### config.mk
export PLATFORM = sky130hd
export DESIGN_NAME = parallel_kbd_mouse_decoder_unit
export DESIGN_NICKNAME = d
export VERILOG_FILES = /design/src/sv/pkmd_pkg.sv /design/src/sv/pkmd_front.sv /design/src/sv/pkmd_fifo.sv /design/src/sv/pkmd_back.sv /design/src/sv/parallel_kbd_mouse_decoder_unit.sv
export SDC_FILE = /design/constraint.sdc
export NUM_CORES = 1
export LEC_CHECK = 0
export BUFFER_PORTS_ARGS = -buffer_cell sky130_fd_sc_hd__buf_2
export CAP_MARGIN = 20
export CELL_PAD_IN_SITES_DETAIL_PLACEMENT = 0
export CELL_PAD_IN_SITES_GLOBAL_PLACEMENT = 1
export CORE_ASPECT_RATIO = 1.2
export CORE_UTILIZATION = 45
export DETAILED_ROUTE_END_ITERATION = 8
export PLACE_DENSITY_LB_ADDON = 0.1
export SYNTH_ARGS = -nofsm -noshare
export SYNTH_HDL_FRONTEND = slang
export SYNTH_SLANG_ARGS = --single-unit
### constraint.sdc
create_clock -name clk -period 5.55 [get_ports clk]
set_clock_uncertainty 0.1 [all_clocks]
set_input_delay 0.2775 -clock clk [delete_from_list [all_inputs] [get_ports clk]]
set_output_delay 0.2775 -clock clk [all_outputs]
set_load 0.03 [all_outputs]
### src/sv/pkmd_pkg.sv
// shared types and constants for the parallel keyboard and mouse decoder
package pkmd_pkg;

  // configuration register indexes
  localparam logic [0:0] REG_KBD_EN   = 1'b0;
  localparam logic [0:0] REG_MOUSE_EN = 1'b1;

  // mouse button sample marker in the high nibble
  localparam logic [3:0] BTN_NIBBLE = 4'h8;

  // request queue depth between front and back
  localparam int unsigned QDEPTH = 4;
  localparam int unsigned QAW    = $clog2(QDEPTH);

  // output byte slots within one job
  localparam logic [1:0] SLOT_KBD  = 2'd0;
  localparam logic [1:0] SLOT_BTN  = 2'd1;
  localparam logic [1:0] SLOT_DELX = 2'd2;
  localparam logic [1:0] SLOT_DELY = 2'd3;

  // mouse report phase, one-hot
  typedef enum logic [2:0] {
    PH_DELY   = 3'b001,
    PH_BUTTON = 3'b010,
    PH_DELX   = 3'b100
  } phase_t;

  // one classified request: keyboard byte and/or a three-byte mouse report
  typedef struct packed {
    logic       kbd_valid;
    logic [7:0] kbd_code;
    logic       ms_valid;
    logic [7:0] button;
    logic [7:0] delta_x;
    logic [7:0] delta_y;
  } job_t;

endpackage

### src/sv/pkmd_front.sv
// front end: takes port samples, tracks change and phase state, builds jobs
module pkmd_front (
  input  logic              clk,
  input  logic              rst,
  input  logic              cfg_wr_en,
  input  logic [0:0]        cfg_addr,
  input  logic [0:0]        cfg_wdata,
  input  logic              accept,
  input  logic [7:0]        keyboard_code,
  input  logic [7:0]        mouse_raw,
  output logic              push,
  output pkmd_pkg::job_t    job
);
  import pkmd_pkg::*;

  logic       kbd_en;
  logic       ms_en;
  logic [7:0] prev_kbd;
  logic [7:0] prev_ms;
  phase_t     phase;
  logic [7:0] button_value;
  logic [7:0] reported_button;
  logic [6:0] pending_dy;

  phase_t     phase_next;
  logic [7:0] button_next;
  logic [7:0] reported_next;
  logic [6:0] pending_dy_next;
  logic       ms_use;
  logic       is_btn;
  logic [7:0] btn_cur;
  logic [7:0] m;
  logic [7:0] dy;
  phase_t     phase_eff;

  // decode one sample against the stored state
  always_comb begin
    ms_use          = (mouse_raw != prev_ms) && ms_en;
    is_btn          = (mouse_raw[7:4] == BTN_NIBBLE);
    btn_cur         = is_btn ? {5'b10000, mouse_raw[3:1]} : button_value;
    m               = is_btn ? mouse_raw : {mouse_raw[7], mouse_raw[7:1]};
    dy              = {pending_dy[6], pending_dy};
    phase_eff       = is_btn ? PH_BUTTON : phase;
    phase_next      = phase;
    button_next     = button_value;
    reported_next   = reported_button;
    pending_dy_next = pending_dy;
    job.kbd_valid   = (keyboard_code != prev_kbd) && kbd_en;
    job.kbd_code    = keyboard_code;
    job.ms_valid    = 1'b0;
    job.button      = btn_cur;
    job.delta_x     = m;
    job.delta_y     = dy;
    if (ms_use) begin
      button_next = btn_cur;
      unique case (phase_eff)
        PH_BUTTON: phase_next = PH_DELX;
        PH_DELX: begin
          phase_next = PH_DELY;
          if (!(btn_cur == reported_button && m == 8'd0 && dy == 8'd0)) begin
            job.ms_valid    = 1'b1;
            reported_next   = btn_cur;
            pending_dy_next = m[6:0];
          end
        end
        default: begin
          phase_next      = PH_DELY;
          pending_dy_next = m[6:0];
        end
      endcase
    end
    push = accept && (job.kbd_valid || job.ms_valid);
  end

  // configuration registers
  always_ff @(posedge clk) begin
    if (rst) begin
      kbd_en <= 1'b0;
      ms_en  <= 1'b0;
    end else if (cfg_wr_en) begin
      unique case (cfg_addr)
        REG_KBD_EN:   kbd_en <= cfg_wdata[0];
        REG_MOUSE_EN: ms_en  <= cfg_wdata[0];
        default: ;
      endcase
    end
  end

  // decoder state
  always_ff @(posedge clk) begin
    if (rst) begin
      prev_kbd        <= 8'd0;
      prev_ms         <= 8'd0;
      phase           <= PH_DELY;
      button_value    <= 8'd0;
      reported_button <= 8'd0;
      pending_dy      <= 7'd0;
    end else if (accept) begin
      prev_kbd        <= keyboard_code;
      prev_ms         <= mouse_raw;
      phase           <= phase_next;
      button_value    <= button_next;
      reported_button <= reported_next;
      pending_dy      <= pending_dy_next;
    end
  end

endmodule

### src/sv/pkmd_fifo.sv
// short request queue between front end and serializer
module pkmd_fifo (
  input  logic           clk,
  input  logic           rst,
  input  logic           push,
  input  pkmd_pkg::job_t push_data,
  output logic           full,
  input  logic           pop,
  output logic           not_empty,
  output pkmd_pkg::job_t pop_data
);
  import pkmd_pkg::*;

  job_t             mem [QDEPTH];
  logic [QAW-1:0]   wr_ptr;
  logic [QAW-1:0]   rd_ptr;
  logic [QAW:0]     count;

  assign full      = (count == (QAW+1)'(QDEPTH));
  assign not_empty = (count != '0);
  assign pop_data  = mem[rd_ptr];

  // storage
  always_ff @(posedge clk) begin
    if (push) begin
      mem[wr_ptr] <= push_data;
    end
  end

  // pointers and fill count
  always_ff @(posedge clk) begin
    if (rst) begin
      wr_ptr <= '0;
      rd_ptr <= '0;
      count  <= '0;
    end else begin
      if (push) wr_ptr <= wr_ptr + QAW'(1);
      if (pop)  rd_ptr <= rd_ptr + QAW'(1);
      unique case ({push, pop})
        2'b10:   count <= count + (QAW+1)'(1);
        2'b01:   count <= count - (QAW+1)'(1);
        default: ;
      endcase
    end
  end

endmodule

### src/sv/pkmd_back.sv
// back end: serializes one job into result bytes on the output stream
module pkmd_back (
  input  logic           clk,
  input  logic           rst,
  input  logic           q_valid,
  input  pkmd_pkg::job_t q_data,
  output logic           q_pop,
  output logic           m_tvalid,
  input  logic           m_tready,
  output logic [7:0]     m_tdata,
  output logic           m_tuser,
  output logic           m_tlast
);
  import pkmd_pkg::*;

  job_t       cur;
  logic       busy;
  logic [1:0] pos;
  logic       fire;
  logic       last;
  logic       load;

  // end of job and reload control
  always_comb begin
    fire  = busy && m_tready;
    last  = cur.ms_valid ? (pos == SLOT_DELY) : 1'b1;
    load  = !busy || (fire && last);
    q_pop = load && q_valid;
  end

  // byte select for the current slot
  always_comb begin
    unique case (pos)
      SLOT_KBD:  m_tdata = cur.kbd_code;
      SLOT_BTN:  m_tdata = cur.button;
      SLOT_DELX: m_tdata = cur.delta_x;
      SLOT_DELY: m_tdata = cur.delta_y;
      default:   m_tdata = cur.kbd_code;
    endcase
    m_tuser  = (pos != SLOT_KBD);
    m_tlast  = last;
    m_tvalid = busy;
  end

  // job register and slot counter
  always_ff @(posedge clk) begin
    if (rst) begin
      busy <= 1'b0;
      pos  <= SLOT_KBD;
    end else if (q_pop) begin
      busy <= 1'b1;
      pos  <= q_data.kbd_valid ? SLOT_KBD : SLOT_BTN;
    end else if (fire && last) begin
      busy <= 1'b0;
    end else if (fire) begin
      pos <= pos + 2'd1;
    end
  end

  always_ff @(posedge clk) begin
    if (q_pop) begin
      cur <= q_data;
    end
  end

endmodule

### src/sv/parallel_kbd_mouse_decoder_unit.sv
// Parallel keyboard and mouse decoder, top level.
// Input stream: one request per port sample, s_tdata = keyboard byte and mouse byte.
// A changed keyboard byte is emitted when the keyboard is enabled; changed mouse
// bytes are decoded when the mouse is enabled and, after a delta X, produce a
// three-byte report (button, delta X, delta Y) unless nothing changed.
// Output stream: one byte per transfer, m_tuser gives the channel (0 keyboard,
// 1 mouse), m_tlast marks the final byte caused by one sample.
// The front end takes a sample and pushes a job into a four-entry queue; the
// serializer sends one byte per cycle while m_tready is high, from a job register
// loaded from the queue, and a sample yields 0 to 4 output bytes.
// Samples are taken every cycle while the queue has room; the sustained rate is
// set by the output port at one byte per cycle while m_tready is high.
// Configuration: cfg_wr_en with cfg_addr 0 (keyboard enable) or 1 (mouse
// enable), bit 0 of cfg_wdata; write only while the block is idle.
// Reset clears all history, the phase (delta Y), both enables and the queue.
// When the receiver stalls, the current byte holds and the queue fills; then
// s_tready drops until a slot frees up.
module parallel_kbd_mouse_decoder_unit (
  input  logic        clk,
  input  logic        rst,
  input  logic        cfg_wr_en,
  input  logic [0:0]  cfg_addr,
  input  logic [0:0]  cfg_wdata,
  input  logic        s_tvalid,
  output logic        s_tready,
  input  logic [15:0] s_tdata,   // [7:0] keyboard_code, [15:8] mouse_raw
  output logic        m_tvalid,
  input  logic        m_tready,
  output logic [7:0]  m_tdata,   // [7:0] data_byte
  output logic        m_tuser,   // [0] channel
  output logic        m_tlast
);
  import pkmd_pkg::*;

  logic q_full;
  logic accept;
  logic push;
  job_t push_job;
  logic q_valid;
  job_t q_data;
  logic q_pop;

  assign s_tready = !q_full;
  assign accept   = s_tvalid && !q_full;

  // sample classification and state tracking
  pkmd_front u_front (
    .clk           (clk),
    .rst           (rst),
    .cfg_wr_en     (cfg_wr_en),
    .cfg_addr      (cfg_addr),
    .cfg_wdata     (cfg_wdata),
    .accept        (accept),
    .keyboard_code (s_tdata[7:0]),
    .mouse_raw     (s_tdata[15:8]),
    .push          (push),
    .job           (push_job)
  );

  // request queue
  pkmd_fifo u_fifo (
    .clk       (clk),
    .rst       (rst),
    .push      (push),
    .push_data (push_job),
    .full      (q_full),
    .pop       (q_pop),
    .not_empty (q_valid),
    .pop_data  (q_data)
  );

  // byte serializer
  pkmd_back u_back (
    .clk      (clk),
    .rst      (rst),
    .q_valid  (q_valid),
    .q_data   (q_data),
    .q_pop    (q_pop),
    .m_tvalid (m_tvalid),
    .m_tready (m_tready),
    .m_tdata  (m_tdata),
    .m_tuser  (m_tuser),
    .m_tlast  (m_tlast)
  );

endmodule

Word-level counts from Yosys, hierarchy flattened
Memory sizes are Yosys's and may differ from the RTL's. A register that Yosys moved wholly into a read port is not among the register bits.
Index checks and enable logic that the tools add are counted.
{"block": "word_totals", "regBits": 87, "mem_bits_rw": 136, "in_bits": 23, "wordCells": 90, "n_memories": 1}
{"block": "classes", "addsub": 5, "eq_ne": 14, "mux": 22, "bitwise": 3, "n_reduce_logical": 27}
{"name": "u_fifo.mem", "depth": 4, "word_bits": 34, "read_ports": 1, "rd_ports_with_merged_regs": 1, "wr": 1, "line": "pkmd_fifo.sv:14", "rtl": "job_t mem [QDEPTH];"}
{"op": "$pmux 8 s4", "n": 1}
{"op": "$logic_not 8->1", "n": 2}
{"op": "$ne 8x8->1", "n": 2}
{"op": "$mux 7", "n": 2}
{"op": "$pmux 7 s2", "n": 1}
{"op": "$mux 2", "n": 5}
{"op": "$logic_and 1x1->1", "n": 9}
{"op": "$mux 1", "n": 9}
{"op": "$eq 8x8->1", "n": 1}
{"op": "$mux 8", "n": 1}
{"op": "$reduce_and 2->1", "n": 4}
{"op": "$reduce_and 4->1", "n": 2}
{"op": "$reduce_bool 2->1", "n": 4}
{"op": "$add 2x1->2 const B", "n": 3}
{"op": "$eq 2x2->1 const B", "n": 3}
{"op": "$eq 3x3->1 const B", "n": 2}
{"op": "$mux 3", "n": 2}
{"op": "$pmux 3 s2", "n": 1}
{"op": "$eq 2x1->1 const B", "n": 2}
{"op": "$eq 4x4->1 const B", "n": 1}
{"op": "$ne 2x2->1 const B", "n": 2}
{"op": "$add 3x1->3 const B", "n": 1}
{"op": "$eq 3x2->1 const B", "n": 1}
{"op": "$not 1->1", "n": 3}
{"op": "other kinds (5)", "n": 7}

Longest topological paths before layout
{"block": "logic_depth", "depth_word": 12, "depth_mapped": 14}

Hierarchy
From an unflattened synthesis, not the netlist that was laid out.
{"block": "unflattened", "hier_cells": 545, "hier_area_um2": 9024.9}
{"module": "pkmd_fifo", "n_inst": 1, "cells_each": 221, "area_per_inst_um2": 5381.4}
{"module": "pkmd_front", "n_inst": 1, "cells_each": 231, "area_per_inst_um2": 2173.3}
{"module": "pkmd_back", "n_inst": 1, "cells_each": 91, "area_per_inst_um2": 1460.2}
{"module": "parallel_kbd_mouse_decoder_unit", "n_inst": 1, "cells_each": 2, "area_per_inst_um2": 10.0}

Least setup slack after synthesis
No wires, ideal clock.
{"block": "synth_path", "kind": "register -> register", "startpoint": "reg u_back.pos[0]", "endpoint": "reg u_fifo.count[2]", "setup_ns": 0.070, "arrival_ns": 4.579, "path_slack_ns": 0.801, "path_stages_with_launch": 12, "synth_period_minus_slack_ns": 4.749, "path_cell_list": "dfxtp_1 ha_1 clkbuf_1 nand2b_1 nand2_1 a21oi_1 ha_1 inv_1 fa_1 xor2_1 or3_1 a21oi_1"}
{"block": "synth_via", "elab_chain_cells": 7}
{"item": "from (decl)", "line": "pkmd_back.sv:18", "rtl": "logic [1:0] pos;"}
{"item": "from (signal assigned)", "line": "pkmd_back.sv:52", "rtl": "pos <= q_data.kbd_valid ? SLOT_KBD : SLOT_BTN;"}
{"item": "from (signal assigned)", "line": "pkmd_back.sv:56", "rtl": "pos <= pos + 2'd1;"}
{"item": "$eq 2x2->1 *", "line": "pkmd_back.sv:26", "rtl": "last = cur.ms_valid ? (pos == SLOT_DELY) : 1'b1;"}
{"item": "$mux 1 *", "line": "pkmd_back.sv:26"}
{"item": "via m_tlast", "line": "parallel_kbd_mouse_decoder_unit.sv:31", "rtl": "output logic m_tlast"}
{"item": "$logic_and 1x1->1 *", "line": "pkmd_back.sv:27", "rtl": "load = !busy || (fire && last);"}
{"item": "$logic_or 1x1->1 *", "line": "pkmd_back.sv:27"}
{"item": "$logic_and 1x1->1 *", "line": "pkmd_back.sv:28", "rtl": "q_pop = load && q_valid;"}
{"item": "via q_pop", "line": "parallel_kbd_mouse_decoder_unit.sv:41", "rtl": "logic q_pop;"}
{"item": "$eq 2x1->1 or $eq 2x2->1 (tied branches)", "line": "pkmd_fifo.sv:39", "rtl": "unique case ({push, pop})"}
{"item": "$pmux 3 s2 or $reduce_bool 2->1 (tied branches)"}
{"item": "to (signal assigned)", "line": "pkmd_fifo.sv:40", "rtl": "2'b10: count <= count + (QAW+1)'(1);"}
{"item": "to (signal assigned)", "line": "pkmd_fifo.sv:41", "rtl": "2'b01: count <= count - (QAW+1)'(1);"}
{"item": "to (decl)", "line": "pkmd_fifo.sv:17", "rtl": "logic [QAW:0] count;"}
The timed path passes the listed nets; every way through them passes the cells marked *.
A chain may end at the register's enable or synchronous reset.

==> impl_metrics.tcl <==
set metrics [dict create \
    outcome "complete, no violations" \
    antenna_cells 0 \
    postSynthCellCount 569 \
    global_route_wire_length_before_repair_um 28200 \
    route.final.wire_length_um 17800 \
    fmax_mhz 240 \
    critPathRequiredTime_ps 5870 \
    cap_viol_max_count 0 \
    floorplan.io_pins 35 \
    detailroute.via_count 4679 \
    power.density_cell_area_nw_per_um2 432 \
    dpl.hpwl_um 11500 \
    power.ir.vdd_worst_uv 242 \
    power.internal_mw 3.20 \
    postSynthNetCount 603 \
    worstSkewPairLatency_ps 500 \
    placement_rows 55 \
    postCtsSetupRepairBufs 0 \
    share_of_final_layout_standard_cells_stronger_than_drive_strength_1_pct 19.2 \
    avgRoutedWirePerCell_um 19.9 \
    ys_seq_area_share_pct 68.1 \
    yosys.cell_count.top_type "edfxtp_1" \
    place.gp.congestion 0.774 \
    cp-end-kind "flip-flop" \
    power.share.clock_pct 33.9 \
    ys_ff_latch 219 \
    sort_of_element_at_the_start_of_the_critical_path "input port" \
    syn_area_per_cell_um2 15.5 \
    first_global_vias 4899 \
    finalNetCount 655 \
    flow.area_growth_from_synthesis_pct 15.0 \
    setup_total_negative_slack_ps 0 \
    setup_violations 0 \
    die_w_um 130 \
    hold_violations 0 \
    core_region_area_um2 19100 \
    rsz0062_at_grt "false" \
    synth_largest_type_area_fraction_pct 55.7 \
    maximum_number_of_pins_on_one_net_before_global_route_repair 69 \
    grt_util_all_layers_pct 18.9 \
    clock_tree_from_tritoncts "done" \
    post-route-period-util_pct 75.1 \
    combinationalPowerShare_pct 18.6 \
    worst_hold_path_type "in2reg" \
    post_cts_hold_buffer_count 15 \
    worst_setup_hold_path_clk_slew_ps 60 \
    drc 0 \
    clock_tree.buffer_depth 3 \
    antenna_violations_before_repair 0 \
    relSlewSlack_pct 38.6 \
    p_total_mw 4.39 \
    buffer_ports.inserted 34 \
    clockRootBuffer "clkbuf_16" \
    p_leak_nw 3.58 \
    die_area_um2 20200 \
    post-synth-top-area-cell "edfxtp_1" \
    crit_fanout 9 \
    synth_edf_count 164 \
    fin_cells 893 \
    dp_worst_setup_slack_ps 1440 \
    cell_area_after_layout_um2 10200 \
    netSwitchingFraction_pct 27.2 \
    seqPwrFrac_pct 47.5 \
    placedCellCount 838 \
    synth_warnings 0 \
    p_sw_mw 1.19 \
    yosys.cell_types.count 54 \
    timing.final.ws_setup_ps 1380 \
    synth-async-reset-ratio_pct 0 \
    clock_sinks 219 \
    initial_utilization_pct 46.4 \
    post_dp_cell_area_um2 9280 \
    die_y_um 156 \
    worst_slew_pin_slew_ps 918 \
    drt_iter0_drc 354 \
    ys_top_cells_by_count "edfxtp_1 (164), dfxtp_1 (55), nand2_1 (49)" \
    htree_levels 1 \
    final_critical_path_time_including_i_o_delays_and_setup_ps 4170 \
    first_pass_iters 4 \
    critical_path_arrival_ps 4480 \
    cts_made_buffers 22 \
    cts.repair.resized 0 \
    post_syn_area_um2 8840 \
    critPathKind "in2reg" \
    route.antenna.remaining_nets 0 \
    finalMaxSlewViolations 0 \
    synth_area_leaders "edfxtp_1 (56%), dfxtp_1 (12%), mux4_2 (8.4%)" \
    gr-total-overflow 0 \
    route.detailed.vias_per_inst 5.24 \
    synth_ff_type "edfxtp_1" \
]
-- sequential cells by signal, indices dropped and copies added (netlist names), 3 cells and up, named ones only --
signal / cells
u_front.pending_dy: 7
u_fifo.count: 3
u_front.reported_button: 8
u_front.button_value: 8
u_back.cur: 32
u_fifo.mem: 132
u_front.prev_ms: 8
u_front.prev_kbd: 8
-- layout make-up --
class                      count  area (um2)
sequential                   219        6030
timing repair buffer          57         380
clock inverter                 9        92.6
fill                        1599        8890
clock buffer                  31         646
tap                          256         320
inverter                      25        93.8
multi-input combinational    296        2610
-- worst max-delay path, stage by stage --
cell and delay [ps]:
dlygate4sd3_1 530, buf_2 180, nor4b_2 740, o21ai_1 360, a2111oi_4 680, a311oi_2 280
inv_1 110, ha_1 190, inv_1 70, fa_1 430, xor2_1 150, or3_1 310
a21oi_1 160
-- power by group through the flow --
stage	Clock [mW]	Sequential, mW	Combinational, mW
6_report	1.49	2.09	0.818
2_1_floorplan	0	2.10	0.583
4_1_cts	1.52	2.09	0.835
5_1_grt	1.59	2.11	0.899
3_3_place_gp	0	2.12	0.810
3_5_place_dp	0	2.13	0.827
-- logic make-up (layout without fill, tap and decap cells) --
group | Yosys count | in the layout | share of synthesized area, %
compound gates | 57 | 57 | 5.09
buf+inv | 54 | 122 | 2.48
mux | 64 | 64 | 12.1
fa+ha+maj | 11 | 11 | 1.64
flops | 219 | 219 | 68.1
xor+xnor | 22 | 22 | 2.18
simple gates | 142 | 142 | 8.32
-- cell usage in the layout, fill, tap and decap left out, drive strengths merged, types with 2 or more instances in the layout --
cell / instances
nor4: 5
a211oi: 3
nor3: 5
clkinv: 7
nor2b: 10
buf: 42
a222oi: 8
clkbuf: 31
a21oi: 26
mux4: 33
o22ai: 3
nor2: 22
mux2i: 25
and3: 2
dfxtp: 55
nand2: 49
nand2b: 27
inv: 24
xor2: 19
bufinv: 2
edfxtp: 164
and2: 12
dlygate4sd3: 15
xnor2: 3
o21ai: 3
ha: 10
a2bb2oi: 2
a2111oi: 3
nand4: 2
a31oi: 2
mux2: 6
-- stage by stage --
step / hold WS, ps / utilization [%]
floorplan: 276 / -
global placement: 353 / 48.7
detailed placement: 360 / 48.7
CTS: 3.35 / 53.3
global route: 17.0 / 53.3
finish: 21.0 / 53.3
-- routing by layer --
layer | track usage [%] | wire length (um)
met5 | 0 | 0
met4 | 5.32 | 266
met3 | 2.26 | 597
met2 | 32.1 | 8900
met1 | 25.7 | 8000
-- worst paths after layout --
check | cells past startpoint | to | slack [ps] | startpoint
worst max register to register | 12 | u_fifo.count[2]$_SDFFE_PP0P_ | 1800 | u_front.pending_dy[0]$_SDFFE_PP0P_
worst min-delay path | 3 | u_front.prev_ms[1]$_SDFFE_PP0P_ | 20 | s_tdata[9]
worst max-delay path | 13 | u_fifo.count[2]$_SDFFE_PP0P_ | 1380 | s_tdata[12]
worst min register to register | 2 | u_front.prev_ms[1]$_SDFFE_PP0P_ | 360 | u_front.prev_ms[1]$_SDFFE_PP0P_
No activity file was read; power rests on OpenSTA's default activity.
